## config.mk

```make
export PLATFORM = sky130hd
export DESIGN_NAME = idba_find
export DESIGN_NICKNAME = d
export VERILOG_FILES = /design/src/hdl/idba_pkg.sv /design/src/hdl/idba_find.sv
export SDC_FILE = /design/constraint.sdc
export NUM_CORES = 1
export LEC_CHECK = 0
export ABC_AREA = 1
export BUFFER_PORTS_ARGS = -buffer_cell sky130_fd_sc_hd__buf_2
export CAP_MARGIN = 20
export CORE_AREA = 2 2 39 41
export DETAILED_ROUTE_END_ITERATION = 10
export DIE_AREA = 0 0 41 43
export GPL_TIMING_DRIVEN = 1
export SYNTH_ARGS = -nofsm -noshare
export SYNTH_HDL_FRONTEND = slang
export SYNTH_SLANG_ARGS = --single-unit
```

## constraint.sdc

```tcl
create_clock -name vclk -period 0.8
set_input_delay 0.12 -clock vclk [all_inputs]
set_output_delay 0.12 -clock vclk [all_outputs]
set_load 0.01 [all_outputs]
```

## src/hdl/idba_pkg.sv

```systemverilog
package idba_pkg;

    localparam int IDENT_W = 12;
    localparam int BYTE_W  = 8;
    localparam int BIT_W   = 3;

    typedef enum logic [1:0] {
        FUNC_ALLOC = 2'd0,
        FUNC_FREE  = 2'd1,
        FUNC_QUERY = 2'd2
    } func_t;

    typedef enum logic [2:0] {
        ST_CLEAR,
        ST_IDLE,
        ST_QUERY,
        ST_FREE,
        ST_POP,
        ST_POP_CHK,
        ST_SCAN,
        ST_SCAN_CHK
    } state_t;

    typedef struct packed {
        logic             found;
        logic [BIT_W-1:0] pos;
    } find_t;

endpackage

```

## src/hdl/idba_find.sv

```systemverilog
module idba_find
    import idba_pkg::*;
(
    input  logic [BYTE_W-1:0] avail,
    output find_t             res
);

    // lowest available bit wins
    always_comb
    begin
        res = '0;
        for (int i = BYTE_W - 1; i >= 0; i--)
        begin
            if (avail[i])
            begin
                res.found = 1'b1;
                res.pos   = BIT_W'(i);
            end
        end
    end

endmodule

```

; ---- Yosys cells after proc, flatten, opt, wreduce, memory -nomap -nowiden
; Cells that the tools add are included.
[word_totals]
register_bits = 0
input_bits = 8
word_cells = 8
output_inout_bits = 4
[op_classes]
n_mux = 8
[ops]
columns = operator, n
row1 = 4-bit two-way mux, 8

; ---- Longest topological paths before layout
[depth]
depth_word = 8
depth_mapped = 7
ltp_nobuf = 7

; ---- Worst setup path after synthesis
; OpenSTA, ideal clock, no wires.
[synth_path]
path_kind = in2out
start = input port avail[6]
end = output port res[3] (netlist name)
path_stages = 3
arrival_ns = 0.586
slack_ns = 0.094
path_cell_list = or2_1 nor3_2 nand2_1
[synth_rtl]
columns = element, line_no
row1 = from (decl), idba_find.sv:4  ; input logic [BYTE_W-1:0] avail,
row2 = to (decl), idba_find.sv:5  ; output find_t res

==> flow_summary.json <==
{
  "dieHeight_um": 43,
  "wire_per_inst_um": 5.80,
  "yosysWarnings": 0,
  "nClkBuffers": 0,
  "grt_pass1_vias": 105,
  "finalSetupTns_ns": -0.344,
  "cp_num_buf_inv": 2,
  "grt_util_all_layers_pct": 2.90,
  "intPower_mw": 0.0340,
  "crit_start": "avail[6]",
  "ys_types": 9,
  "final_nets": 44,
  "ant_nets": 0,
  "synth_top_area_share_pct": 30.4,
  "hold_class": "primary input to output port",
  "diodes": 0,
  "final-hold-violation-count": 0,
  "layout_setup_ws_ns": -0.106,
  "p_total_mw": 0.0696,
  "path_class": "primary input to output port",
  "final_area_um2": 185,
  "io_buffers": 12,
  "violations": "negative setup slack",
  "cp_data_required_time_ns": 0.68,
  "start_kind": "primary input",
  "seq_cells": 0,
  "grt_max_degree": 4,
  "dpl_cell_area_um2": 179,
  "cp.arrival_ns": 0.79,
  "syn_nets": 30,
  "power_frac_seq_pct": 0,
  "p_sw_mw": 0.0356,
  "max_slew_margin_pct": 89.6,
  "die_x_um": 41,
  "rows": 14,
  "finalCritPeriodShare_pct": 113,
  "initial_core_util_pct": 7.14,
  "drt_first_pass_iters": 1,
  "area_growth_pct": 87.3,
  "sw_frac_of_total_pct": 51.2,
  "regArea_um2": 0,
  "drive_above_1_share_pct": 41.2,
  "rsz0062_at_grt": "true",
  "cp-end-kind": "output port",
  "dieArea_um2": 1760,
  "yosys.area.top_type": "inv_1",
  "syn_inst": 22,
  "final.fill_count": 163,
  "crit_fanout": 2,
  "ys_seq_area_share_pct": 0,
  "max_stage_delay_ns": 0.24,
  "maxCapViolCount": 0,
  "finalSetupViolations": 4,
  "antenna_found_initial": 0,
  "syn_avg_cell_area_um2": 4.49,
  "grt.overflow.total": 0,
  "status": "complete, but fails checks",
  "place_congestion": 0.519,
  "crit_family": "simple AND/OR/NAND/NOR gates",
  "coreArea_um2": 1380,
  "vdd_drop_max_uv": 30.1,
  "hp-start": "avail[0]",
  "tightest_slew_ns": 0.155,
  "drc": 0,
  "fmax_mhz": 1100,
  "cpMaxStageDelayCell": "or2_1",
  "cp_cell_sequence": "buf_6, or2_1, nor3_2, nor2_1, buf_2",
  "min_period_ns": 0.906,
  "report.final.slew_viol_count": 0,
  "power.leakage_nw": 0.125,
  "grt_pass1_wl_um": 379,
  "via_per_inst": 3.16,
  "ios": 12,
  "yosys-top-cells-area": "inv_1 30%, nand2_1 27%, nor3_2 10%",
  "timing.hold.ws_ns": 0.484,
  "p_comb_share_pct": 100.0,
  "drt_wl_total_um": 290,
  "clkPwrFrac_pct": 0,
  "drt-initial-drc-count": 0,
  "synthesis.area_um2": 98.8,
  "num_vias": 158,
  "p_per_area_nw_per_um2": 376,
  "holdBufCountCts": 0
}
## cells in the mapped netlist
master and number:
a31oi_1 1, nand4_1 1, nor3_2 1, nor2_1 1, or2_1 1, nand2_1 7, nand3_1 1, inv_1 8
a21oi_1 1
## cell usage in the layout, fill, tap and decap left out
cell type  count
a21oi_1        1
a31oi_1        1
buf_2         11
buf_6          1
inv_1          7
inv_2          1
nand2_1        7
nand3_1        1
nand4_1        1
nor2_1         1
nor3_2         1
or2_1          1
## tightest hold or removal path, delay by kind of cell
kind,cells,cell delay [ns]
AO/OA/AOI/OAI,1,0.03
buffers and inverters,2,0.21
## per-layer routing
layer  global-route usage [%]  up-vias  routed length [um]
met5                        0        -                   0
met1                     3.80       64                 100
li1                         -       89                   -
met2                     5.31        5                 169
met4                        0        0                   0
met3                        0        0                  21
## cell type report
class,count,area [um2],share of cell area (%)
inverters,8,30.0,16.2
repair buffers,12,66.3,35.8
well taps,16,20.0,10.8
multi-input cells,14,68.8,37.2
## repair_timing
action / 4_1_cts / 5_1_grt
buffers inserted: 0 / 0
pin swaps: 1 / 1
gates cloned: 0 / 0
setup endpoints to repair: 4 / 4
resized for setup: 1 / 1
## final timing paths
path	to	slack (ns)	depth (start not counted)
setup / recovery	res[2]	-0.11	5
hold / removal	res[0]	0.48	3
## metrics by stage
step	utilization, %	setup WS [ns]	cells
2_1_floorplan	-	0.0938	22
3_3_place_gp	12.9	-0.120	50
3_5_place_dp	12.9	-0.120	50
4_1_cts	13.4	-0.107	50
5_1_grt	13.4	-0.163	50
6_report	13.4	-0.106	50
## cell families (layout without fill, tap and decap cells)
logic type             count (synthesis)  in the layout  share of synthesized area, %
AO/OA/AOI/OAI                          2              2                          11.4
buffers and inverters                  8             20                          30.4
AND/OR/NAND/NOR                       12             12                          58.2
## power by group through the flow
stage / registers (mW) / logic (mW) / clock network (mW)
after floorplan: 0 / 0.0333 / 0
after global placement: 0 / 0.0653 / 0
after detailed placement: 0 / 0.0671 / 0
after CTS: 0 / 0.0701 / 0
after global routing: 0 / 0.0809 / 0
final: 0 / 0.0696 / 0
Power figures use the tool's default switching activity.
